--- src/rtl/mlj_pkg.sv ---
// shared types, constants and functions for the mlp jacobian row unit
// used by every module of the block; depends on nothing
`timescale 1ns / 1ps

package mlj_pkg;

    localparam int NUM_INPUTS_DEF   = 4;
    localparam int NUM_HIDDEN_DEF   = 8;
    localparam int SIG_TABLE_DEF    = 256;
    localparam int FIFO_DEPTH       = 4;
    localparam int Q_ONE            = 65536;
    localparam int ACC_W            = 52;

    typedef enum logic [1:0] {
        FUNC_HW_WRITE = 2'd0,
        FUNC_OW_WRITE = 2'd1,
        FUNC_X_WRITE  = 2'd2,
        FUNC_COMPUTE  = 2'd3
    } func_t;

    typedef struct packed {
        func_t              op;
        logic               in_range;
        logic [5:0]         slot;
        logic signed [31:0] value;
    } item_t;

    typedef enum logic [3:0] {
        ST_IDLE,
        ST_HMUL,
        ST_HACC,
        ST_SIG,
        ST_SIGW,
        ST_OMUL,
        ST_OACC,
        ST_RES,
        ST_HSQM,
        ST_HSQ,
        ST_EPRED,
        ST_EACT,
        ST_GMUL,
        ST_PMUL,
        ST_JMUL,
        ST_EJAC
    } state_t;

    function automatic logic signed [31:0] sat32(input logic signed [67:0] v);
        if (v > 68'sh0_0000_0000_7FFF_FFFF)
            return 32'sh7FFF_FFFF;
        else if (v < -68'sh0_0000_0000_8000_0000)
            return 32'sh8000_0000;
        else
            return v[31:0];
    endfunction

    // shift and subtract long division, elaboration only
    function automatic longint unsigned udiv64(input longint unsigned a,
                                               input longint unsigned b);
        longint unsigned q;
        longint unsigned r;
        q = '0;
        r = '0;
        for (int k = 63; k >= 0; k--)
        begin
            r = {r[62:0], a[k]};
            if (r >= b)
            begin
                r = r - b;
                q[k] = 1'b1;
            end
        end
        return q;
    endfunction

    // table entry i of n over [-8,8), evaluated at elaboration only
    function automatic logic [16:0] sig_entry(input int i, input int n);
        longint signed   xq;
        longint unsigned ax;
        longint unsigned term;
        longint unsigned s;
        longint unsigned d;
        longint unsigned num;
        xq = -64'sd524288 + longint'(udiv64(64'(i) << 20, 64'(n)));
        ax = (xq < 0) ? longint'(-xq) : longint'(xq);
        term = 64'd1 << 32;
        s = term;
        for (int k = 1; k < 64; k++)
        begin
            term = udiv64(term * ax, 64'(k) * 64'(Q_ONE));
            s = s + term;
        end
        d = s + (64'd1 << 32);
        num = (xq >= 0) ? s * 64'd65536 : (64'd1 << 48);
        return 17'(udiv64(num + (d >> 1), d));
    endfunction

endpackage

--- src/rtl/mlj_front.sv ---
// front stage: takes input requests, decodes and range-checks them
// feeds the request queue; depends on mlj_pkg
`timescale 1ns / 1ps

module mlj_front #(
    parameter int NUM_INPUTS = mlj_pkg::NUM_INPUTS_DEF,
    parameter int NUM_HIDDEN = mlj_pkg::NUM_HIDDEN_DEF
) (
    input  logic                clk,
    input  logic                rst_n,
    input  logic                in_valid,
    output logic                in_stall,
    input  logic [1:0]          func,
    input  logic [5:0]          slot,
    input  logic signed [31:0]  operand_value,
    input  logic                q_full,
    output logic                q_push,
    output mlj_pkg::item_t      q_item
);
    import mlj_pkg::*;

    localparam int HW_COUNT = NUM_HIDDEN * NUM_INPUTS;

    logic  valid_reg;
    logic  valid_next;
    item_t item_reg;
    item_t item_next;
    logic  accept;

    assign in_stall = valid_reg && q_full;
    assign accept   = in_valid && !in_stall;
    assign q_push   = valid_reg && !q_full;
    assign q_item   = item_reg;

    always_comb
    begin
        item_next.op    = func_t'(func);
        item_next.slot  = slot;
        item_next.value = operand_value;
        case (func_t'(func))
            FUNC_HW_WRITE: item_next.in_range = (32'(slot) < 32'(HW_COUNT));
            FUNC_OW_WRITE: item_next.in_range = (32'(slot) <= 32'(NUM_HIDDEN));
            FUNC_X_WRITE:  item_next.in_range = (32'(slot) < 32'(NUM_INPUTS));
            FUNC_COMPUTE:  item_next.in_range = 1'b1;
            default:       item_next.in_range = 1'b0;
        endcase
        valid_next = accept || (valid_reg && !q_push);
    end

    always_ff @(posedge clk or negedge rst_n)
    begin
        if (!rst_n)
            valid_reg <= 1'b0;
        else
            valid_reg <= valid_next;
    end

    always_ff @(posedge clk)
    begin
        if (accept)
            item_reg <= item_next;
    end

endmodule

--- config.mk ---
export PLATFORM = sky130hd
export DESIGN_NAME = mlj_front
export DESIGN_NICKNAME = d
export VERILOG_FILES = /design/src/rtl/mlj_pkg.sv /design/src/rtl/mlj_front.sv
export SDC_FILE = /design/constraint.sdc
export NUM_CORES = 1
export LEC_CHECK = 0
export ABC_AREA = 1
export BUFFER_PORTS_ARGS = -buffer_cell sky130_fd_sc_hd__clkbuf_2
export CORE_MARGIN = 5
export CORE_UTILIZATION = 37
export CTS_CLUSTER_SIZE = 28
export DETAILED_ROUTE_END_ITERATION = 8
export GPL_TIMING_DRIVEN = 0
export PLACE_DENSITY = 0.81
export SYNTH_ARGS = -nofsm -noshare
export SYNTH_HDL_FRONTEND = slang
export SYNTH_SLANG_ARGS = --single-unit
--- constraint.sdc ---
create_clock -name clk -period 2.4 [get_ports clk]
set_clock_uncertainty 0.05 [all_clocks]
set_input_delay 0.12 -clock clk [delete_from_list [all_inputs] [get_ports clk]]
set_output_delay 0.12 -clock clk [all_outputs]
set_load 0.02 [all_outputs]
==> results.md, run 1 <==
- Mean Syn Cell Area: roughly 21 sq um
- CTS root buffer: clkbuf_8
- Flop pwr share: 0.541
- Core ar.: around 0.0036 sq mm
- Net Sw Frac: 0.209
- VDD IR max: approximately 0.00025 V
- Ordered list of cells on the worst path: nand2_1, inv_1, nor2_4, buf_12
- Routed Antenna Nets: 0
- PnR worst setup slack: roughly 0.99 ns
- Final instance area: roughly 0.0024 sq mm
- Hold Violations, Final: 0
- Post-CTS Setup Inserts: 0
- First DRT Iteration DRCs: 64
- Cell Rows: 22
- FF-to-FF Start: valid_reg
- Post-synth EDFFs: 41
- Worst setup path class: reg2reg
- Routed wire per std cell: about 14 um
- Worst Path Arrival: 1.34 ns
- 1st-pass router iterations: 4
- Fmax: just over 700 MHz
- DP Worst Slack: around 1 ns
- Dominant cell type by area after synthesis: edfxtp_1
- Crit share post-route: 0.588
- RR Endpoint: q_item[22]
- Post-synthesis register bit count: 42
- Grt total ovfl: 0
- Nets: 241
- Register-to-Register Path Depth: 4
- RSZ-0062 raised after global routing: no
- Largest net degree at the start of global routing: 32
- Seq/Total Area, Yosys: 0.931
- Clock sinks: 42
- Hold Path Sink: q_item[36]
- Total die area: 0.00495 sq mm
- Slowest stage cell, crit path: dfrtp_1
- R2r setup slk: 0.99 ns
- Residual DRC: 0
- Post-DP HPWL: approximately 2.3 mm
- Crit path time final: roughly 1.4 ns
- Top-level port count: 87
- Vias in the first global route: roughly 1,100
- Clk pwr share: 0.324
- Cell variety after synth: 7
- Number of fill cells in the layout: between 200 and 300
- Die height: between 70 and 80 um
- Largest fanout on the critical path: 31
- Synthesized area: roughly 0.0013 sq mm
- CTS Buf Count: 5
- H-tree depth: 2
- Startpoint types: register
- PwrDens: a little under 700 mW/mm^2
- Initial cell density of the core: 0.374
- Comb pwr share: 0.134
- Worst path buffer plus inverter count: 2
- Initial antenna violation count: 0
- Port bufs: 86
- Clock transition at the registers of the reported paths: approximately 0.07 ns
- Worst hold start: slot[4]
- Post-synthesis async set-or-reset flop share: 0.0238
- Total wire length: 3.50 mm
- CTS tree: built
- Placed inst area: around 0.0019 sq mm
- CP Capture Type: register
- CP Launch Point: valid_reg
- Area fraction of the dominant cell type after synthesis: 0.913
- Hold Path Class: in2reg
- Leak pwr: 0.00105 uW
- Global placement routability congestion: about 0.73
- Family with the most delay on the worst path: flip-flops
- Max-cap viol count: 0
- Share of layout cells above drive strength 1: 0.480
- GR Util All Layers: 0.148
- Rel. slew slack: 0.774
- Area contributors post-synth: edfxtp_1 91%, nand2_1 2.5%, dfrtp_1 1.9%
- Layout area overhead: 75.2%
- Final setup fails: 0
- Most frequent cells after synthesis: 41 x edfxtp_1, 9 x nand2_1, 6 x nor2_1
- First-pass GRT wire length: around 5.4 mm
- Int Power: 1260 uW
- Clock Tree Buf Depth: 2
- Most numerous cell in the Yosys netlist: edfxtp_1
- Worst-margin pin slew: between 0.3 and 0.4 ns
- Post-Syn Nets: roughly 110
- Max Slew Vio Count: 0
- Synth Instances: between 60 and 70
- Core Util, Final: 0.655
- Yosys warning count: 0
- Ant diodes: 0
- Status: finished clean
- Hold Crit Depth: 1
- Via Count: 1,034
- Setup TNS: 0 ns
- Worst-Skew Late Latency: around 0.27 ns
- Die X: approximately 70 um
- Worst EP required: ~2.3 ns
- Post-synth top flop: edfxtp_1
- Vias per cell: around 4.2
- Slowest cell delay on critical path: between 0.3 and 0.4 ns
- Net Switching: roughly 330 uW
- Number of flip-flops in the largest register: between 40 and 50
[per-layer routing]
layer  share of wire  up-vias  global-route usage
met2            0.51       63               0.259
met4          0.0086        0              0.0638
met3            0.11        2              0.0576
met1            0.37      471               0.156
met5               0        -                   0
li1                -      498                   -
[timing repair]
action                                 in CTS  in global routing
resized for setup                           0                  0
endpoints found under the hold margin      39                  0
hold buffers                               39                  0
[power by group through the flow]
stage | clock network, uW | registers, uW | logic (uW)
2_1_floorplan | 0 | 931 | 25.5
3_3_place_gp | 0 | 880 | 153
3_5_place_dp | 0 | 881 | 163
4_1_cts | 539 | 865 | 215
5_1_grt | 564 | 868 | 230
6_report | 518 | 865 | 215
[worst max path at each step]
stage	to	slack, ns	depth (start not counted)
5_1_grt	q_item[3]	0.88	4
3_5_place_dp	q_item[21]	0.98	4
4_1_cts	q_item[1]	0.96	4
6_report	q_item[22]	0.99	4
3_3_place_gp	q_item[21]	0.07	3
2_1_floorplan	q_item[0]	0.30	3
[through the flow]
step           cells  power [uW]  hold WS (ns)
2_1_floorplan     64         957        -0.226
3_3_place_gp     198        1030        -0.155
3_5_place_dp     199        1040        -0.152
4_1_cts          246        1620       0.00418
5_1_grt          246        1660        0.0143
6_report         246        1600        0.0215
[area by class of cell]
type,count,area (sq um),area share
Timing Repair Buffer,126,841,0.356
Tap cell,48,60.1,0.0254
Clock buffer,7,76.3,0.0323
Inverter,5,18.8,0.00794
Clock inverter,1,30.0,0.0127
Sequential cell,42,1260,0.531
Multi-Input combinational cell,17,81.3,0.0344
[cell families after synthesis]
kind of cell,share of synthesized area
AND/OR/NAND/NOR,0.0510
buffers and inverters,0.0139
flip-flops,0.931
AO/OA/AOI/OAI,0.00371
[layout by cell type (no fill, tap or decap), drive strengths merged]
cell and n:
buf 1, bufinv 1, clkbuf 93, dfrtp 1, dlygate4sd3 39, edfxtp 41, inv 5, nand2 9
nor2 6, nor3b 1, o21ai 1
(Power assumes the default switching activity.)
==> run 2, diff against run 1 <==
--- a/config.mk
+++ b/config.mk
@@ -8,11 +8,11 @@
 export ABC_AREA = 1
 export BUFFER_PORTS_ARGS = -buffer_cell sky130_fd_sc_hd__clkbuf_2
 export CORE_MARGIN = 5
-export CORE_UTILIZATION = 37
+export CORE_UTILIZATION = 40
 export CTS_CLUSTER_SIZE = 28
 export DETAILED_ROUTE_END_ITERATION = 8
 export GPL_TIMING_DRIVEN = 0
-export PLACE_DENSITY = 0.81
+export PLACE_DENSITY = 0.83
 export SYNTH_ARGS = -nofsm -noshare
 export SYNTH_HDL_FRONTEND = slang
 export SYNTH_SLANG_ARGS = --single-unit
==> constraint.sdc (replaced) <==
create_clock -name clk -period 1.4 [get_ports clk]
set_clock_uncertainty 0.05 [all_clocks]
set_input_delay 0.07 -clock clk [delete_from_list [all_inputs] [get_ports clk]]
set_output_delay 0.07 -clock clk [all_outputs]
set_load 0.02 [all_outputs]
==> results.md, run 2 (synthesis gave the netlist of run 1 again) <==
- Core Util, Final: 0.719 (+0.0634)
- First-pass GRT wire length: 5.89 mm (+8.5%)
- DP Worst Slack: -0.391 ns (-1.37 ns)
- Initial antenna violation count: 0 (unchanged)
- Crit path time final: 1.42 ns (+0.00483 ns)
- Fmax: 707 MHz (-0.34%)
- Port bufs: 86 (unchanged)
- Via Count: 1,093 (+5.7%)
- Total die area: 0.00463 sq mm (-6.4%)
- Crit share post-route: 1.01 (+0.423)
- Routed wire per std cell: 16.7 um (+18%)
- Worst-Skew Late Latency: 0.35 ns (+0.08 ns)
- RSZ-0062 raised after global routing: yes
- CP Capture Type: register
- Net Sw Frac: 0.232 (+0.0229)
- PwrDens: 1100 mW/mm^2 (+63%)
- Max-cap viol count: 0 (unchanged)
- Layout Cells excl Fill: 249 (+1.2%)
- Startpoint types: register
- PnR Total Power: 2620 uW (+64%)
- CTS root buffer: clkbuf_4
- Worst setup path class: reg2reg
- Placed Instances: 196 (-1.5%)
- Hold Path Class: in2reg
- FF-to-FF Start: valid_reg
- Share of layout cells above drive strength 1: 0.483 (+0.00296)
- VDD IR max: 0.000558 V (+120%)
- Leak pwr: 0.00105 uW (-0.15%)
- Initial cell density of the core: 0.407 (+0.0334)
- Die height: 68.1 um (-3.3%)
- Total wire length: 4.16 mm (+19%)
- Comb pwr share: 0.146 (+0.012)
- Post-CTS Setup Inserts: 0 (unchanged)
- Commonest non-fill, non-tap cell in the layout: clkbuf_2
- 1st-pass router iterations: 6 (+2)
- Clk pwr share: 0.287 (-0.037)
- Top-level port count: 87 (unchanged)
- Rel. slew slack: 0.613 (-0.161)
- Max Slew Vio Count: 0 (unchanged)
- Cell Rows: 21 (-4.5%)
- PnR worst setup slack: -0.0150 ns (-1.00 ns)
- Largest net degree at the start of global routing: 22 (-31%)
- Die X: 68.1 um (-3.3%)
- Clock Tree Buf Depth: 2 (unchanged)
- Worst hold start: q_full
- First DRT Iteration DRCs: 52 (-19%)
- Most frequent cells in the layout: 86 x clkbuf_2, 44 x dlygate4sd3_1, 41 x edfxtp_1, 8 x nand2_1
- Worst-margin pin slew: 0.580 ns (+0.241 ns)
- Status: finished, violations left
- Ant diodes: 0 (unchanged)
- Number of flip-flops in the largest register: 41 (unchanged)
- Int Power: 2020 uW (+59%)
- Largest fanout on the critical path: 21 (-32%)
- H-tree depth: 2 (unchanged)
- Number of fill cells in the layout: 223 (-15%)
- Final setup fails: 23 (+23)
- Net Switching: 608 uW (+82%)
- Core ar.: 0.00331 sq mm (-8.2%)
- CTS tree: built
- Nets: 246 (+2.1%)
- Vias in the first global route: 1,175 (+11%)
- CTS Buf Count: 5 (unchanged)
- Clock transition at the registers of the reported paths: 0.12 ns (+0.05 ns)
- Worst Path Arrival: 1.37 ns (+0.03 ns)
- Global placement routability congestion: 0.792 (+8.0%)
- Residual DRC: 0 (unchanged)
- Grt total ovfl: 0 (unchanged)
- CP Launch Point: valid_reg
- Hold Violations, Final: 0 (unchanged)
- Worst hold slack: 0.229 ns (+0.208 ns)
- Worst EP required: 1.35 ns (-0.98 ns)
- Post-DP HPWL: 2.23 mm (-5.1%)
- Flop pwr share: 0.567 (+0.026)
- Violated checks: negative setup slack
- Layout area overhead: 76.4%
- Routed Antenna Nets: 0 (unchanged)
- Vias per cell: 4.39 (+4.4%)
- Clock sinks: 42 (unchanged)
- GR Util All Layers: 0.191 (+0.0434)
-- run 2: changes by cell type in the layout (fill, tap and decap cells not counted) --
cell,change
clkbuf_8,-5
clkbuf_1,-1
nand2_2,+1
clkinvlp_4,+1
clkbuf_4,+5
inv_1,-1
inv_4,+1
nand2_1,-1
nor2_4,+1
buf_12,-1
dlygate4sd3_1,+5
-- run 2: critical path: stages (launching register included) --
cell and delay, ns:
dfrtp_1 0.41, nand2_2 0.09, inv_4 0.06, nor2_4 0.45
-- run 2: power by group through the flow --
stage	sequential, uW	clock [uW]	combinational [uW]
2_1_floorplan	1600	0	46.3
3_3_place_gp	1510	0	263
3_5_place_dp	1510	0	270
4_1_cts	1480	773	377
5_1_grt	1490	831	411
6_report	1490	754	383
-- run 2: path summary, 6_finish.rpt --
| path | endpoint | slack [ns] | depth (start not counted) |
|---|---|---|---|
| setup / recovery | q_item[30] | -0.02 | 3 |
| hold / removal | q_item[12] | 0.23 | 4 |
| setup reg to reg | q_item[30] | -0.02 | 3 |
| hold reg to reg | q_item[12] | 0.79 | 3 |
| max in group asynchronous | valid_reg | 0.69 | 3 |
| min in group asynchronous | valid_reg | 0.50 | 3 |
-- run 2: timing repair --
item | CTS | global route
cloned | 1 | 0
setup endpoints to repair | 41 | 41
hold endpoints to repair | 42 | 0
gates resized for setup | 3 | 0
pin swaps | 1 | 0
hold buffers | 44 | 0
-- run 2: area by class of cell --
cell class / count / area, sq um / share of cell area
repair buffers: 130 / 871 / 0.366
clock inverters: 2 / 37.5 / 0.0158
well taps: 46 / 57.6 / 0.0242
multi-input cells: 18 / 95.1 / 0.0400
inverters: 5 / 21.3 / 0.00894
clock buffers: 6 / 41.3 / 0.0174
flip-flops and latches: 42 / 1260 / 0.528
-- run 2: routing by layer --
| layer | track usage | part of all wire | wire (um) |
|---|---|---|---|
| met2 | 0.366 | 0.53 | 2210 |
| met3 | 0.0722 | 0.12 | 498 |
| met4 | 0.0844 | 0.022 | 91 |
| met1 | 0.176 | 0.33 | 1360 |
| met5 | 0 | 0 | 0 |
-- run 2: through the flow --
step | instance area (sq um) | setup TNS, ns
CTS | 2380 | -0.150
floorplan | 1360 | -8.85
global placement | 1840 | -13.29
detailed placement | 1840 | -15.97
finish | 2380 | -0.156
global route | 2380 | -2.89
==> run 3, diff against run 2 <==
--- a/config.mk
+++ b/config.mk
@@ -13,6 +13,7 @@
 export DETAILED_ROUTE_END_ITERATION = 8
 export GPL_TIMING_DRIVEN = 0
 export PLACE_DENSITY = 0.83
+export REMOVE_ABC_BUFFERS = 1
 export SYNTH_ARGS = -nofsm -noshare
 export SYNTH_HDL_FRONTEND = slang
 export SYNTH_SLANG_ARGS = --single-unit
==> results.md, run 3 (synthesis gave the netlist of run 1 again) <==
- Status: finished clean
- Die height: 68.1 um (unchanged)
- Commonest non-fill, non-tap cell in the layout: clkbuf_2
- CTS tree: built
- Cell Rows: 21 (unchanged)
- Slowest stage cell, crit path: dlygate4sd3_1
- Port bufs: 86 (unchanged)
- Clock Tree Buf Depth: 2 (unchanged)
- Final setup fails: 0 (-100%)
- PnR worst setup slack: 0.104 ns (+0.119 ns)
- Hold Violations, Final: 0 (unchanged)
- Fmax: 771 MHz (+9.2%)
- Crit path time final: 1.30 ns (-0.119 ns)
- GR Util All Layers: 0.170 (-0.0215)
- CTS root buffer: clkbuf_4
- Global placement routability congestion: 0.661 (-17%)
- Worst setup path class: in2reg
- Initial cell density of the core: 0.407 (unchanged)
- CP Launch Point: q_full
- Ordered list of cells on the worst path: dlygate4sd3_1, clkbuf_2, nand2_1, inv_1, nor2_4, buf_16
- Via Count: 1,069 (-2.2%)
- Total die area: 0.00463 sq mm (unchanged)
- Startpoint types: input port
- Vias in the first global route: 1,126 (-4.2%)
- DP Worst Slack: -0.173 ns (+0.218 ns)
- Nets: 247 (+0.41%)
- Worst-Skew Late Latency: 0.32 ns (-0.03 ns)
- Crit share post-route: 0.926 (-0.0848)
- CTS Buf Count: 5 (unchanged)
- H-tree depth: 2 (unchanged)
- Post-DP HPWL: 2.28 mm (+2.3%)
- Clock transition at the registers of the reported paths: 0.12 ns (about the same)
- Layout area overhead: 76.7%
- Total wire length: 3.80 mm (-8.9%)
- Vias per cell: 4.28 (-2.6%)
- Number of flip-flops in the largest register: 41 (unchanged)
- PwrDens: 1020 mW/mm^2 (-7.8%)
- Leak pwr: 0.00106 uW (+1.3%)
- Worst-margin pin slew: 0.177 ns (-0.402 ns)
- Slowest cell delay on critical path: 0.54 ns (+0.09 ns)
- Worst path buffer plus inverter count: 4 (+3)
- Worst EP required: 1.38 ns (+0.03 ns)
- Rel. slew slack: 0.881 (+0.269)
- Top-level port count: 87 (unchanged)
- CP Capture Type: register
- Worst hold slack: 0.273 ns (+0.0431 ns)
- Routed wire per std cell: 15.2 um (-9.2%)
- RSZ-0062 raised after global routing: no
- Max-cap viol count: 0 (unchanged)
- Largest fanout on the critical path: 25 (+19%)
- Initial antenna violation count: 0 (unchanged)
- Most frequent cells in the layout: 86 x clkbuf_2, 44 x dlygate4sd3_1, 41 x edfxtp_1, 9 x nand2_1
- Grt total ovfl: 0 (unchanged)
- First-pass GRT wire length: 5.46 mm (-7.3%)
- Clock sinks: 42 (unchanged)
- Largest net degree at the start of global routing: 26 (+18%)
- Max Slew Vio Count: 0 (unchanged)
- Number of fill cells in the layout: 217 (-2.7%)
- Worst Path Arrival: 1.28 ns (-0.09 ns)
- FF-to-FF Start: valid_reg
- Core ar.: 0.00331 sq mm (unchanged)
- First DRT Iteration DRCs: 71 (+37%)
- 1st-pass router iterations: 2 (-4)
- Die X: 68.1 um (unchanged)
- VDD IR max: 0.000637 V (+14%)
- Family with the most delay on the worst path: buffers and inverters
- Hold Path Class: in2reg
- Ant diodes: 0 (unchanged)
- Share of layout cells above drive strength 1: 0.475 (-0.00727)
- Residual DRC: 0 (unchanged)
- Routed Antenna Nets: 0 (unchanged)
- Worst hold start: in_valid
==> run 3: changes by cell type in the layout (fill, tap and decap cells not counted) <==
cell	before	now
clkinv_2	0	2
buf_12	0	1
buf_16	0	1
bufinv_16	1	0
clkinvlp_4	1	0
inv_1	4	5
inv_4	1	0
nand2_1	8	9
nand2_2	1	0
nor2_4	2	1
==> run 3: metal layers <==
layer	global-route usage	vias up	share of wire
li1	-	515	-
met3	0.0608	4	0.12
met2	0.325	61	0.54
met4	0.0744	0	0.011
met1	0.158	489	0.33
met5	0	-	0
==> run 3: area by class of cell <==
type,count,area (sq um),share of cell area
Clock buffer,6,41.3,0.0173
Clock inverter,2,10.0,0.00420
Inverter,5,18.8,0.00787
Multi-Input combinational cell,17,81.3,0.0341
Sequential cell,42,1260,0.527
Tap cell,46,57.6,0.0241
Timing Repair Buffer,132,918,0.385
==> run 3: path summary, 6_finish.rpt <==
path | endpoint | slack, ns | cells past startpoint
max | q_item[27] | 0.10 | 6
min | q_item[6] | 0.27 | 4
max reg2reg | q_item[27] | 0.10 | 4
min reg2reg | q_item[6] | 0.90 | 4
max in group asynchronous | valid_reg | 0.67 | 3
min in group asynchronous | valid_reg | 0.53 | 3
==> run 3: worst register-to-register path, cell delays in order, from the launching register on <==
cell,delay [ns]
dfrtp_1,0.39
nand2_1,0.08
inv_1,0.08
nor2_4,0.19
buf_16,0.20
==> run 3: through the flow <==
step | TNS [ns] | utilization | instance area (sq um) | total power (uW) | std cells
after detailed placement | -4.32 | 0.565 | 1870 | 1790 | 197
final | 0 | 0.720 | 2380 | 2420 | 250
after global routing | 0 | 0.720 | 2380 | 2550 | 250
after floorplan | -56.72 | - | 1350 | 1640 | 64
after global placement | -71.59 | 0.555 | 1840 | 1770 | 196
after CTS | 0 | 0.720 | 2380 | 2430 | 250
==> run 3: where the power goes <==
part | switching [uW] | leakage, uW | internal, uW | total, uW
Clock | 355 | 0.0000320 | 192 | 547
Combinational | 203 | 0.000630 | 191 | 394
Sequential | 20.0 | 0.000401 | 1460 | 1480
Total | 578 | 0.00106 | 1850 | 2420
==> run 3: what timing repair did <==
item | 4_1_cts | 5_1_grt
endpoints found under the setup margin | 41 | 0
hold buffers | 44 | 0
endpoints found under the hold margin | 42 | 0
buffers inserted | 1 | 0
resized for setup | 0 | 0
