### src/rtl/mlj_pkg.sv
// shared types, constants and functions for the mlp jacobian row unit
// used by every module of the block; depends on nothing
`timescale 1ns / 1ps

package mlj_pkg;

    localparam int NUM_INPUTS_DEF   = 4;
    localparam int NUM_HIDDEN_DEF   = 8;
    localparam int SIG_TABLE_DEF    = 256;
    localparam int FIFO_DEPTH       = 4;
    localparam int Q_ONE            = 65536;
    localparam int ACC_W            = 52;

    typedef enum logic [1:0] {
        FUNC_HW_WRITE = 2'd0,
        FUNC_OW_WRITE = 2'd1,
        FUNC_X_WRITE  = 2'd2,
        FUNC_COMPUTE  = 2'd3
    } func_t;

    typedef struct packed {
        func_t              op;
        logic               in_range;
        logic [5:0]         slot;
        logic signed [31:0] value;
    } item_t;

    typedef enum logic [3:0] {
        ST_IDLE,
        ST_HMUL,
        ST_HACC,
        ST_SIG,
        ST_SIGW,
        ST_OMUL,
        ST_OACC,
        ST_RES,
        ST_HSQM,
        ST_HSQ,
        ST_EPRED,
        ST_EACT,
        ST_GMUL,
        ST_PMUL,
        ST_JMUL,
        ST_EJAC
    } state_t;

    function automatic logic signed [31:0] sat32(input logic signed [67:0] v);
        if (v > 68'sh0_0000_0000_7FFF_FFFF)
            return 32'sh7FFF_FFFF;
        else if (v < -68'sh0_0000_0000_8000_0000)
            return 32'sh8000_0000;
        else
            return v[31:0];
    endfunction

    // shift and subtract long division, elaboration only
    function automatic longint unsigned udiv64(input longint unsigned a,
                                               input longint unsigned b);
        longint unsigned q;
        longint unsigned r;
        q = '0;
        r = '0;
        for (int k = 63; k >= 0; k--)
        begin
            r = {r[62:0], a[k]};
            if (r >= b)
            begin
                r = r - b;
                q[k] = 1'b1;
            end
        end
        return q;
    endfunction

    // table entry i of n over [-8,8), evaluated at elaboration only
    function automatic logic [16:0] sig_entry(input int i, input int n);
        longint signed   xq;
        longint unsigned ax;
        longint unsigned term;
        longint unsigned s;
        longint unsigned d;
        longint unsigned num;
        xq = -64'sd524288 + longint'(udiv64(64'(i) << 20, 64'(n)));
        ax = (xq < 0) ? longint'(-xq) : longint'(xq);
        term = 64'd1 << 32;
        s = term;
        for (int k = 1; k < 64; k++)
        begin
            term = udiv64(term * ax, 64'(k) * 64'(Q_ONE));
            s = s + term;
        end
        d = s + (64'd1 << 32);
        num = (xq >= 0) ? s * 64'd65536 : (64'd1 << 48);
        return 17'(udiv64(num + (d >> 1), d));
    endfunction

endpackage

### src/rtl/mlj_queue.sv
// short request queue between front and back stages
// depends on mlj_pkg
`timescale 1ns / 1ps

module mlj_queue (
    input  logic            clk,
    input  logic            rst_n,
    input  logic            push,
    input  mlj_pkg::item_t  push_item,
    output logic            full,
    input  logic            pop,
    output logic            empty,
    output mlj_pkg::item_t  pop_item
);
    import mlj_pkg::*;

    localparam int PW = $clog2(FIFO_DEPTH);

    item_t         mem [FIFO_DEPTH];
    logic [PW-1:0] wr_ptr_reg;
    logic [PW-1:0] rd_ptr_reg;
    logic [PW:0]   count_reg;
    logic [PW:0]   count_next;

    assign full     = (count_reg == (PW+1)'(FIFO_DEPTH));
    assign empty    = (count_reg == '0);
    assign pop_item = mem[rd_ptr_reg];

    always_comb
    begin
        count_next = count_reg;
        if (push && !pop)
            count_next = count_reg + 1'b1;
        else if (pop && !push)
            count_next = count_reg - 1'b1;
    end

    always_ff @(posedge clk or negedge rst_n)
    begin
        if (!rst_n)
        begin
            wr_ptr_reg <= '0;
            rd_ptr_reg <= '0;
            count_reg  <= '0;
        end
        else
        begin
            if (push)
                wr_ptr_reg <= wr_ptr_reg + 1'b1;
            if (pop)
                rd_ptr_reg <= rd_ptr_reg + 1'b1;
            count_reg <= count_next;
        end
    end

    always_ff @(posedge clk)
    begin
        if (push)
            mem[wr_ptr_reg] <= push_item;
    end

endmodule

### config.mk
export PLATFORM = sky130hd
export DESIGN_NAME = mlj_queue
export DESIGN_NICKNAME = d
export VERILOG_FILES = /design/src/rtl/mlj_pkg.sv /design/src/rtl/mlj_queue.sv
export SDC_FILE = /design/constraint.sdc
export NUM_CORES = 1
export LEC_CHECK = 0
export BUFFER_PORTS_ARGS = -buffer_cell sky130_fd_sc_hd__buf_2
export CAP_MARGIN = 20
export CORE_ASPECT_RATIO = 1.5
export CORE_MARGIN = 1
export CORE_UTILIZATION = 35
export DETAILED_ROUTE_END_ITERATION = 6
export GPL_TIMING_DRIVEN = 0
export PLACE_DENSITY = 0.64
export REMOVE_ABC_BUFFERS = 1
export SLEW_MARGIN = 0
export SYNTH_ARGS = -nofsm -noshare
export SYNTH_HDL_FRONTEND = slang
export SYNTH_SLANG_ARGS = --single-unit
### constraint.sdc
create_clock -name clk -period 2.38 [get_ports clk]
set_input_delay 0.119 -clock clk [delete_from_list [all_inputs] [get_ports clk]]
set_output_delay 0.119 -clock clk [all_outputs]
set_load 0.1 [all_outputs]
==> tab_implementation.tex, run 1 <==
\begin{tabular}{lr}
\hline
Metric & Value \\
\hline
\multicolumn{2}{l}{\textbf{Floorplan}} \\
\quad Initial Util & 0.356 \\
\quad Io pins & 88 \\
\quad DIE AREA & approximately 19000 µm² \\
\quad Floorplan die width & about 110 µm \\
\quad Overall die height & about 170 µm \\
\quad Floorplan Core Area & about 18000 µm² \\
\quad Floorplan row count & 60 \\
\multicolumn{2}{l}{\textbf{STA}} \\
\quad Setup repair after global routing missed its margin & no \\
\quad Setup Viol. Count Final & 0 \\
\quad Smallest setup slack after layout & 269 ps \\
\quad Share of the clock period used by the worst path & 0.887 \\
\quad Minimum clock period & 2110 ps \\
\quad Worst max-slew margin expressed relative to the limit & 0.650 \\
\quad Max-slew violations & 0 \\
\quad Layout Skew & just over 7 ps \\
\quad Setup TNS & 0 ps \\
\quad FMAX & 0.474 GHz \\
\quad Hold Violations, Final & 0 \\
\quad Slew @ Worst Pin & 529 ps \\
\multicolumn{2}{l}{\textbf{Critical path}} \\
\quad Critical Path AT & 1990 ps \\
\quad Slowest CP cell & sky130\_fd\_sc\_hd\_\_mux4\_2 \\
\quad Kind of cell adding the most delay to the critical path & buffers and inverters \\
\quad Critical Path, Cell by Cell & buf\_12 -> mux4\_2 -> buf\_2 \\
\quad Crit path required time & around 2300 ps \\
\quad Maximum fanout encountered on the critical timing path & 21 \\
\quad Setup crit end kind & output port \\
\quad Crit path largest cell delay & about 530 ps \\
\quad Worst path bufs/invs & 2 \\
\quad Critical path class & flop to output port \\
\quad CP Launch Type & flop \\
\multicolumn{2}{l}{\textbf{Final layout}} \\
\quad Final instance count without filler cells & 627 \\
\quad Layout Nets & between 400 and 500 \\
\quad Fraction of layout cells with a size suffix above 1 & 0.405 \\
\quad Area growth, synth to finish & 27.8\% \\
\quad Max FFs per register & 164 \\
\quad Number of antenna repair diodes & 0 \\
\multicolumn{2}{l}{\textbf{Clocking}} \\
\quad Clock tree buffer depth & 2 \\
\quad TritonCTS clock tree & built \\
\quad Clock slew seen by the registers of the worst setup and hold paths & about 60 ps \\
\quad CTS Root Buffer Type & sky130\_fd\_sc\_hd\_\_clkbuf\_16 \\
\quad Clk sink count & roughly 170 \\
\quad CTS buffer count & 17 \\
\quad Worst skew pair latency & around 420 ps \\
\quad H-tree lvl count & 4 \\
\multicolumn{2}{l}{\textbf{Drt}} \\
\quad Remaining number of nets flagged by the antenna check after routing & 0 \\
\quad Total Routed Length & 12100 µm \\
\quad Total met2 wirelength after detailed routing & 6600 µm \\
\quad DR top layer & met4 \\
\quad Avg Vias per Cell & roughly 4.8 \\
\quad Remaining DRCs & 6 \\
\quad Iter 0 DRT Violations & $\sim$110 \\
\quad Average wire per standard cell & 19.3 µm \\
\quad Routed met3 length & between 300 and 400 µm \\
\quad TritonRoute pass-1 iters & 6 \\
\quad Vias after detailed routing & 2986 \\
\quad Met1 Wirelength & $\sim$5000 µm \\
\multicolumn{2}{l}{\textbf{Global route}} \\
\quad Wire length of the first global-routing pass & 19100 µm \\
\quad Overall routing resource usage & 0.141 \\
\quad Via count of the first global-routing pass & $\sim$3.5k \\
\quad Pin count of the biggest net entering global routing & 32 \\
\quad Number of antenna violations at the first check in global routing & 0 \\
\quad Remaining global-route overflow & 0 \\
\multicolumn{2}{l}{\textbf{Logic synthesis}} \\
\quad Simple-gate area share of the yosys netlist & 0.00767 \\
\quad Number of distinct library cells after synthesis & 20 \\
\quad Number of instances in the synthesized netlist & $\sim$250 \\
\quad Number of warning messages in the yosys log & 0 \\
\quad Post-synthesis instance area & between 6000 and 7000 µm² \\
\quad Share of cell area taken by muxes after synthesis & 0.149 \\
\quad Share of the synthesized area in compound gates (AO/OA/AOI/OAI) & 0.000786 \\
\quad Share of synthesized cell area in full adder, half adder and majority cells & 0.0130 \\
\quad Largest family of logic cells by synthesized area & multiplexers \\
\quad Sequential area share after synthesis & 0.801 \\
\quad Avg Synthesized Cell Area & 25.6 µm² \\
\quad Fraction of synthesized cell area in xor and xnor cells & 0.00826 \\
\quad Flip-flop and latch count after synthesis & 171 \\
\multicolumn{2}{l}{\textbf{Placed design}} \\
\quad Place WS & approximately 210 ps \\
\quad HPWL after DPL & a little over 7000 µm \\
\quad Port-buffer cells & slightly below 90 \\
\quad RePlAce Congestion & between 0.6 and 0.7 \\
\quad Cells after DPL & $\sim$550 \\
\multicolumn{2}{l}{\textbf{Run}} \\
\quad Max-cap violations & 0 \\
\multicolumn{2}{l}{\textbf{Min path}} \\
\quad Worst min path class & primary input to async pin \\
\multicolumn{2}{l}{\textbf{Outcome}} \\
\quad Status & finished, violations left \\
\quad Violated checks & DRC \\
\hline
\end{tabular}
-- path summary, 6_finish.rpt --
| check | cells after the start | start | endpoint | slack (ps) |
|---|---|---|---|---|
| setup / recovery | 3 | rd_ptr_reg[0]$_DFFE_PN0P_ | pop_item[40] | 270 |
| hold / removal | 2 | rst_n | count_reg[0]$_DFFE_PN0P_ | 70 |
| setup reg to reg | 4 | wr_ptr_reg[0]$_DFFE_PN0P_ | mem[0][17]$_DFFE_PP_ | 630 |
| hold reg to reg | 1 | count_reg[2]$_DFFE_PN0P_ | count_reg[2]$_DFFE_PN0P_ | 510 |
| max in group asynchronous | 2 | rst_n | rd_ptr_reg[1]$_DFFE_PN0P_ | 2130 |
| min in group clk | 2 | push_item[6] | mem[1][6]$_DFFE_PP_ | 450 |
-- per-stage QoR --
| step | area [µm²] | hold slack (ps) | utilization |
|---|---|---|---|
| floorplan | 6250 | -177 | - |
| global placement | 6960 | -51.4 | 0.389 |
| detailed placement | 7070 | -41.5 | 0.396 |
| CTS | 8140 | 27.3 | 0.455 |
| global route | 8140 | 68.9 | 0.455 |
| finish | 8140 | 71.6 | 0.455 |
-- logic make-up (layout without fill, tap and decap cells) --
logic type,after synthesis,in the layout
buffers and inverters,14,175
adders and majority gates,6,6
DFF,171,171
xor gates and xnor gates,6,6
muxes,42,42
AOI/OAI and AO/OA,1,1
and+or+nand+nor,9,9
-- per-layer routing --
| layer | vias up | GRT usage |
|---|---|---|
| met1 | 1558 | 0.161 |
| met5 | - | 0 |
| met3 | 19 | 0.0286 |
| li1 | 1349 | - |
| met2 | 60 | 0.251 |
| met4 | 0 | 0.0725 |
-- cell usage after synthesis (all sizes together) --
master / number / share of area
clkbuf: 1 / 0.00059
dfrtp: 7 / 0.028
xnor2: 2 / 0.0028
mux4: 41 / 0.15
xor2: 4 / 0.0055
ha: 5 / 0.0098
mux2: 1 / 0.0018
nor2: 1 / 0.00059
o21ai: 1 / 0.00079
inv: 4 / 0.0024
fa: 1 / 0.0031
and2: 4 / 0.0039
nor3: 1 / 0.00079
edfxtp: 164 / 0.77
nand2: 2 / 0.0012
buf: 9 / 0.017
nor3b: 1 / 0.0012
-- layout by cell type, fill, tap and decap left out, types with 2 or more instances in the layout --
cell type,synthesis,layout
sky130_fd_sc_hd__clkbuf_16,0,17
sky130_fd_sc_hd__clkinvlp_4,0,3
sky130_fd_sc_hd__mux4_1,3,3
sky130_fd_sc_hd__inv_1,4,4
sky130_fd_sc_hd__xnor2_1,2,2
sky130_fd_sc_hd__bufinv_16,0,2
sky130_fd_sc_hd__mux4_2,38,38
sky130_fd_sc_hd__edfxtp_1,164,164
sky130_fd_sc_hd__inv_6,0,2
sky130_fd_sc_hd__xor2_1,4,4
sky130_fd_sc_hd__buf_12,4,7
sky130_fd_sc_hd__dlygate4sd3_1,0,44
sky130_fd_sc_hd__and2_2,0,4
sky130_fd_sc_hd__ha_1,5,5
sky130_fd_sc_hd__nand2_1,2,2
sky130_fd_sc_hd__dfrtp_1,7,5
sky130_fd_sc_hd__buf_2,4,87
sky130_fd_sc_hd__clkbuf_1,1,5
-- worst reg2reg max path, stage by stage, from the launching register on --
cell and delay, ps:
sky130_fd_sc_hd__dfrtp_1 420, sky130_fd_sc_hd__inv_1 100, sky130_fd_sc_hd__ha_1 160, sky130_fd_sc_hd__and2_2 480, sky130_fd_sc_hd__buf_12 280
-- cell type report --
type | count | area (µm²)
repair buffers | 139 | 1040
fillers | 1557 | 9730
clock inverters | 10 | 118
well taps | 217 | 272
clock buffers | 22 | 444
inverters | 4 | 15.0
multi-input cells | 64 | 1140
flip-flops and latches | 171 | 5100
-- repair_timing --
item | in CTS | in global routing
setup endpoints to repair | 41 | 0
resized for setup | 0 | 0
hold buffers | 44 | 0
buffers inserted | 3 | 0
endpoints found under the hold margin | 175 | 0
Power of run 1 is not shown: default switching activity piles up to over one toggle a cycle in this logic, so the estimate is an artifact.
==> run 2: changes to the inputs <==
- CORE_UTILIZATION: 35 -> 50
- PLACE_DENSITY: 0.64 -> 0.82
==> run 2 against run 1 <==
Compared with the run above:
- the flow now finishes without violations
- utilization rose by 20 points
- worst setup slack got worse by 63 ps
- die area fell by 30%
- non-clock buffer count rose by 1
- global-route usage rose by 4.9 points
- clock-buffer cell count fell by 5
- register-to-register slack improved by 70 ps
- clock skew rose by 3.0 ps
- hold slack got worse by 9.3 ps
- maximum frequency fell by 2.9%
- sequential share of layout area fell by 0.24 points
- critical path type unchanged
==> tab_implementation.tex, run 2 (synthesis results as in run 1) <==
\begin{tabular}{lr}
\hline
Metric & Value \\
\hline
\multicolumn{2}{l}{\textbf{Outcome}} \\
\quad Status & complete, no violations \\
\multicolumn{2}{l}{\textbf{Clocking}} \\
\quad CTS Root Buffer Type & sky130\_fd\_sc\_hd\_\_clkbuf\_16 \\
\quad Worst skew pair latency & roughly 420 ps \\
\quad CTS buffer count & 17 \\
\quad TritonCTS clock tree & built \\
\quad H-tree lvl count & 4 \\
\quad Clock slew seen by the registers of the worst setup and hold paths & roughly 60 ps \\
\quad Post-cts repair resize count & 0 \\
\quad Clock tree buffer depth & 2 \\
\quad Clk sink count & about 170 \\
\multicolumn{2}{l}{\textbf{Critical path}} \\
\quad Crit path required time & $\sim$2300 ps \\
\quad Setup crit end kind & output port \\
\quad Critical Path AT & 2050 ps \\
\quad Maximum fanout encountered on the critical timing path & 23 \\
\quad Critical path class & flop to output port \\
\quad CP Launch Type & flop \\
\multicolumn{2}{l}{\textbf{Final layout}} \\
\quad Fraction of layout cells with a size suffix above 1 & 0.421 \\
\quad Final core utilization & 0.656 \\
\quad Number of antenna repair diodes & 0 \\
\quad Most frequent cells in the layout & sky130\_fd\_sc\_hd\_\_edfxtp\_1 (164), sky130\_fd\_sc\_hd\_\_buf\_2 (87), sky130\_fd\_sc\_hd\_\_dlygate4sd3\_1 (44), sky130\_fd\_sc\_hd\_\_mux4\_2 (38), sky130\_fd\_sc\_hd\_\_clkbuf\_16 (17) \\
\quad Layout fillers & 809 \\
\quad Most common library cell in the layout ignoring fill and taps & sky130\_fd\_sc\_hd\_\_edfxtp\_1 \\
\quad Combined area of the multi-input logic cells & $\sim$1100 µm² \\
\quad Sequential cell area in the final layout & about 5100 µm² \\
\quad Layout Nets & roughly 450 \\
\quad Final instance area & between 8000 and 9000 µm² \\
\quad Area growth, synth to finish & 28.3\% \\
\quad Max FFs per register & roughly 160 \\
\multicolumn{2}{l}{\textbf{Floorplan}} \\
\quad DIE AREA & about 13000 µm² \\
\quad Floorplan die width & roughly 94 µm \\
\quad Floorplan row count & 50 \\
\quad Floorplan Core Area & $\sim$12000 µm² \\
\quad Io pins & 88 \\
\quad Initial Util & 0.511 \\
\quad Overall die height & 140 µm \\
\multicolumn{2}{l}{\textbf{Global route}} \\
\quad Number of antenna violations at the first check in global routing & 0 \\
\quad Via count of the first global-routing pass & 3382 \\
\quad Overall routing resource usage & 0.190 \\
\quad Wire length of the first global-routing pass & approximately 18000 µm \\
\quad Remaining global-route overflow & 0 \\
\quad Pin count of the biggest net entering global routing & 34 \\
\multicolumn{2}{l}{\textbf{STA}} \\
\quad Setup Viol. Count Final & 0 \\
\quad Minimum clock period & roughly 2200 ps \\
\quad Max-slew violations & 0 \\
\quad Hold Violations, Final & 0 \\
\quad Hold slack final & 62.3 ps \\
\quad Slew @ Worst Pin & 567 ps \\
\quad Share of the clock period used by the worst path & 0.913 \\
\quad Smallest setup slack after layout & between 200 and 250 ps \\
\quad FMAX & around 0.46 GHz \\
\quad Setup repair after global routing missed its margin & no \\
\quad Worst max-slew margin expressed relative to the limit & 0.622 \\
\quad Layout Skew & approximately 10 ps \\
\multicolumn{2}{l}{\textbf{Drt}} \\
\quad Remaining number of nets flagged by the antenna check after routing & 0 \\
\quad Vias after detailed routing & a little over 3k \\
\quad Remaining DRCs & 0 \\
\quad Iter 0 DRT Violations & 155 \\
\quad Total Routed Length & approximately 11000 µm \\
\quad TritonRoute pass-1 iters & 5 \\
\quad Average wire per standard cell & 20.0 µm \\
\quad Avg Vias per Cell & about 5.3 \\
\multicolumn{2}{l}{\textbf{Placed design}} \\
\quad Port-buffer cells & 87 \\
\quad RePlAce Congestion & 0.656 \\
\quad HPWL after DPL & 6480 µm \\
\quad Place WS & about 270 ps \\
\quad DP Area & between 6000 and 7000 µm² \\
\multicolumn{2}{l}{\textbf{Min path}} \\
\quad Worst min path class & primary input to async pin \\
\multicolumn{2}{l}{\textbf{Run}} \\
\quad Max-cap violations & 0 \\
\hline
\end{tabular}
==> run 2: cell types whose count changed in the layout (fill, tap and decap cells not counted), sizes merged <==
cell	delta
clkinv	+2
inv	+3
bufinv	+3
clkbuf	-5
clkinvlp	-3
buf	+1
==> run 2: final cells by class <==
class,count,share of cell area
repair buffers,140,0.129
clock inverters,15,0.0290
flip-flops and latches,171,0.625
well taps,156,0.0239
inverters,4,0.00184
multi-input cells,64,0.140
clock buffers,17,0.0521
==> run 2: through the flow <==
| stage | cells | setup TNS (ps) |
|---|---|---|
| 2_1_floorplan | 239 | -17280 |
| 3_3_place_gp | 482 | -94280 |
| 3_5_place_dp | 487 | 0 |
| 4_1_cts | 565 | 0 |
| 5_1_grt | 567 | 0 |
| 6_report | 567 | 0 |
==> run 2: repair_timing <==
| action | in CTS | in global routing |
|---|---|---|
| buffers inserted | 2 | 2 |
| hold buffers | 44 | 0 |
| endpoints found under the hold margin | 174 | 0 |
| endpoints found under the setup margin | 41 | 4 |
==> run 2: critical path: stages (launching register included) <==
cell and delay (ps):
sky130_fd_sc_hd__dfrtp_2 730, sky130_fd_sc_hd__buf_12 260, sky130_fd_sc_hd__mux4_2 210, sky130_fd_sc_hd__buf_2 430
==> run 2: worst paths after layout <==
check                                          start                   endpoint  slack, ps  cells after the start
min in group clk                       push_item[30]       mem[3][30]$_DFFE_PP_        440                      2
hold reg to reg            wr_ptr_reg[0]$_DFFE_PN0P_  wr_ptr_reg[0]$_DFFE_PN0P_        540                      1
setup / recovery           rd_ptr_reg[1]$_DFFE_PN0P_               pop_item[19]        210                      3
setup reg to reg           wr_ptr_reg[1]$_DFFE_PN0P_       mem[1][37]$_DFFE_PP_        700                      4
max in group asynchronous                      rst_n  rd_ptr_reg[1]$_DFFE_PN0P_       2130                      2
hold / removal                                 rst_n   count_reg[0]$_DFFE_PN0P_         60                      2
==> run 2: routing by layer <==
layer	vias to the layer above	GRT usage	wire length, µm
met2	95	0.333	6370
met5	-	0	0
met3	21	0.0499	426
met4	0	0.0850	221
li1	1359	-	-
met1	1553	0.216	4330
Power of run 2 is left out for the same reason.
==> run 3: changes to the inputs <==
- CAP_MARGIN: 20 -> default
- CELL_PAD_IN_SITES_DETAIL_PLACEMENT: default -> 2
- CELL_PAD_IN_SITES_GLOBAL_PLACEMENT: default -> 2
- CORE_UTILIZATION: 50 -> 45
- PLACE_DENSITY: 0.82 -> 0.9
==> run 3 against run 2 <==
Compared with the run above:
- clock-buffer cell count rose by 1
- worst setup slack got worse by 3.5 ps
- first-iteration DRC count fell by 6.5%
- utilization fell by 6.7 points
==> tab_implementation.tex, run 3 (synthesis results as in run 1) <==
\begin{tabular}{lr}
\hline
Metric & Value \\
\hline
\multicolumn{2}{l}{\textbf{Critical path}} \\
\quad Crit path largest cell delay & 650 ps \\
\quad Critical path class & flop to output port \\
\quad R2r worst-path depth & 4 \\
\quad Worst path bufs/invs & 2 \\
\quad Setup slack on the worst flop-to-flop path & 490 ps \\
\quad Setup crit end kind & output port \\
\quad Crit path required time & 2260 ps \\
\quad FF-to-FF Start & wr\_ptr\_reg[0]\$\_DFFE\_PN0P\_ \\
\quad Critical Path AT & roughly 2100 ps \\
\quad Slowest CP cell & sky130\_fd\_sc\_hd\_\_dfrtp\_2 \\
\quad RR Endpoint & mem[2][26]\$\_DFFE\_PP\_ \\
\quad CP Launch Type & flop \\
\quad Maximum fanout encountered on the critical timing path & 27 \\
\quad Critical Path, Cell by Cell & buf\_12 -> mux4\_2 -> buf\_2 \\
\quad Kind of cell adding the most delay to the critical path & buffers and inverters \\
\multicolumn{2}{l}{\textbf{Final layout}} \\
\quad Layout Nets & 450 \\
\quad Number of antenna repair diodes & 0 \\
\quad Most common library cell in the layout ignoring fill and taps & sky130\_fd\_sc\_hd\_\_edfxtp\_1 \\
\quad Fraction of layout cells with a size suffix above 1 & 0.418 \\
\quad Area growth, synth to finish & 26.6\% \\
\quad Most frequent cells in the layout & sky130\_fd\_sc\_hd\_\_edfxtp\_1 (164), sky130\_fd\_sc\_hd\_\_buf\_2 (87), sky130\_fd\_sc\_hd\_\_dlygate4sd3\_1 (43), sky130\_fd\_sc\_hd\_\_mux4\_2 (38), sky130\_fd\_sc\_hd\_\_clkbuf\_16 (17) \\
\quad Max FFs per register & between 150 and 200 \\
\multicolumn{2}{l}{\textbf{Drt}} \\
\quad TritonRoute pass-1 iters & 4 \\
\quad Iter 0 DRT Violations & roughly 150 \\
\quad Vias after detailed routing & 3066 \\
\quad Average wire per standard cell & 25.5 µm \\
\quad Total Routed Length & between 10000 and 15000 µm \\
\quad Remaining DRCs & 0 \\
\quad Avg Vias per Cell & about 5.4 \\
\quad Remaining number of nets flagged by the antenna check after routing & 0 \\
\multicolumn{2}{l}{\textbf{Min path}} \\
\quad Hold-critical path depth & 2 \\
\quad Worst hold start & push \\
\quad Worst min path class & primary input to flop \\
\quad Endpoint with the worst hold slack & wr\_ptr\_reg[0]\$\_DFFE\_PN0P\_ \\
\multicolumn{2}{l}{\textbf{Placed design}} \\
\quad RePlAce Congestion & 0.623 \\
\quad HPWL after DPL & between 8000 and 9000 µm \\
\quad Port-buffer cells & between 80 and 90 \\
\multicolumn{2}{l}{\textbf{STA}} \\
\quad FMAX & $\sim$0.46 GHz \\
\quad Worst max-slew margin expressed relative to the limit & 0.636 \\
\quad Share of the clock period used by the worst path & 0.915 \\
\quad Minimum clock period & between 2000 and 2500 ps \\
\quad Setup Viol. Count Final & 0 \\
\quad Hold slack final & just under 60 ps \\
\quad Slew @ Worst Pin & 546 ps \\
\quad Setup repair after global routing missed its margin & no \\
\quad Max-slew violations & 0 \\
\quad Layout Skew & about 9.7 ps \\
\quad Hold Violations, Final & 0 \\
\multicolumn{2}{l}{\textbf{Floorplan}} \\
\quad Io pins & between 80 and 90 \\
\quad Overall die height & approximately 150 µm \\
\quad Floorplan row count & 52 \\
\quad Floorplan die width & about 99 µm \\
\quad Floorplan Core Area & 13700 µm² \\
\quad Initial Util & 0.466 \\
\quad DIE AREA & $\sim$15000 µm² \\
\multicolumn{2}{l}{\textbf{Clocking}} \\
\quad Clock slew seen by the registers of the worst setup and hold paths & around 60 ps \\
\quad H-tree lvl count & 4 \\
\quad Worst skew pair latency & roughly 420 ps \\
\quad CTS Root Buffer Type & sky130\_fd\_sc\_hd\_\_clkbuf\_16 \\
\quad Clk sink count & 171 \\
\quad TritonCTS clock tree & built \\
\quad Clock tree buffer depth & 2 \\
\quad CTS buffer count & 17 \\
\multicolumn{2}{l}{\textbf{Global route}} \\
\quad Via count of the first global-routing pass & 3509 \\
\quad Overall routing resource usage & 0.219 \\
\quad Wire length of the first global-routing pass & around 22000 µm \\
\quad Pin count of the biggest net entering global routing & 32 \\
\quad Remaining global-route overflow & 0 \\
\quad Number of antenna violations at the first check in global routing & 0 \\
\multicolumn{2}{l}{\textbf{Run}} \\
\quad Max-cap violations & 0 \\
\multicolumn{2}{l}{\textbf{Outcome}} \\
\quad Status & complete, no violations \\
\hline
\end{tabular}
-- run 3: final cells by class --
class	count	area (µm²)
fillers	1128	5610
flip-flops and latches	171	5100
multi-input cells	64	1140
repair buffers	141	1040
clock buffers	18	429
well taps	162	203
clock inverters	13	120
inverters	4	15.0
-- run 3: layer usage --
layer | wire (µm) | track usage | vias to the layer above
met5 | 0 | 0 | -
li1 | - | - | 1351
met4 | 331 | 0.0941 | 0
met1 | 5510 | 0.245 | 1624
met2 | 8400 | 0.401 | 72
met3 | 379 | 0.0449 | 19
-- run 3: worst max path at each step --
stage	slack [ps]	endpoint	cells after the start	start
after global placement	-1230	pop_item[37]	2	rd_ptr_reg[0]$_DFFE_PN0P_
after detailed placement	220	pop_item[37]	2	rd_ptr_reg[0]$_DFFE_PN0P_
after floorplan	-650	pop_item[28]	1	rd_ptr_reg[0]$_DFFE_PN0P_
after global routing	100	pop_item[18]	3	rd_ptr_reg[1]$_DFFE_PN0P_
after CTS	30	pop_item[0]	3	rd_ptr_reg[0]$_DFFE_PN0P_
final	200	pop_item[18]	3	rd_ptr_reg[1]$_DFFE_PN0P_
-- run 3: stage by stage --
stage          std cells  instance area [µm²]   util  setup WS (ps)  setup TNS (ps)
6_report             573                 8060  0.590            203               0
5_1_grt              573                 8060  0.590            104               0
4_1_cts              569                 8030  0.587           33.0               0
3_5_place_dp         493                 7000  0.512            217               0
3_3_place_gp         488                 6890  0.504          -1230         -107070
2_1_floorplan        239                 6250      -           -652          -17280
-- run 3: repair_timing --
item                                    in CTS  in global routing
pin swaps                                    0                  0
endpoints found under the hold margin      172                  0
hold buffers                                43                  0
buffers inserted                             2                  4
endpoints found under the setup margin      41                 15
resized for setup                            0                  0
Power of run 3 is left out for the same reason.
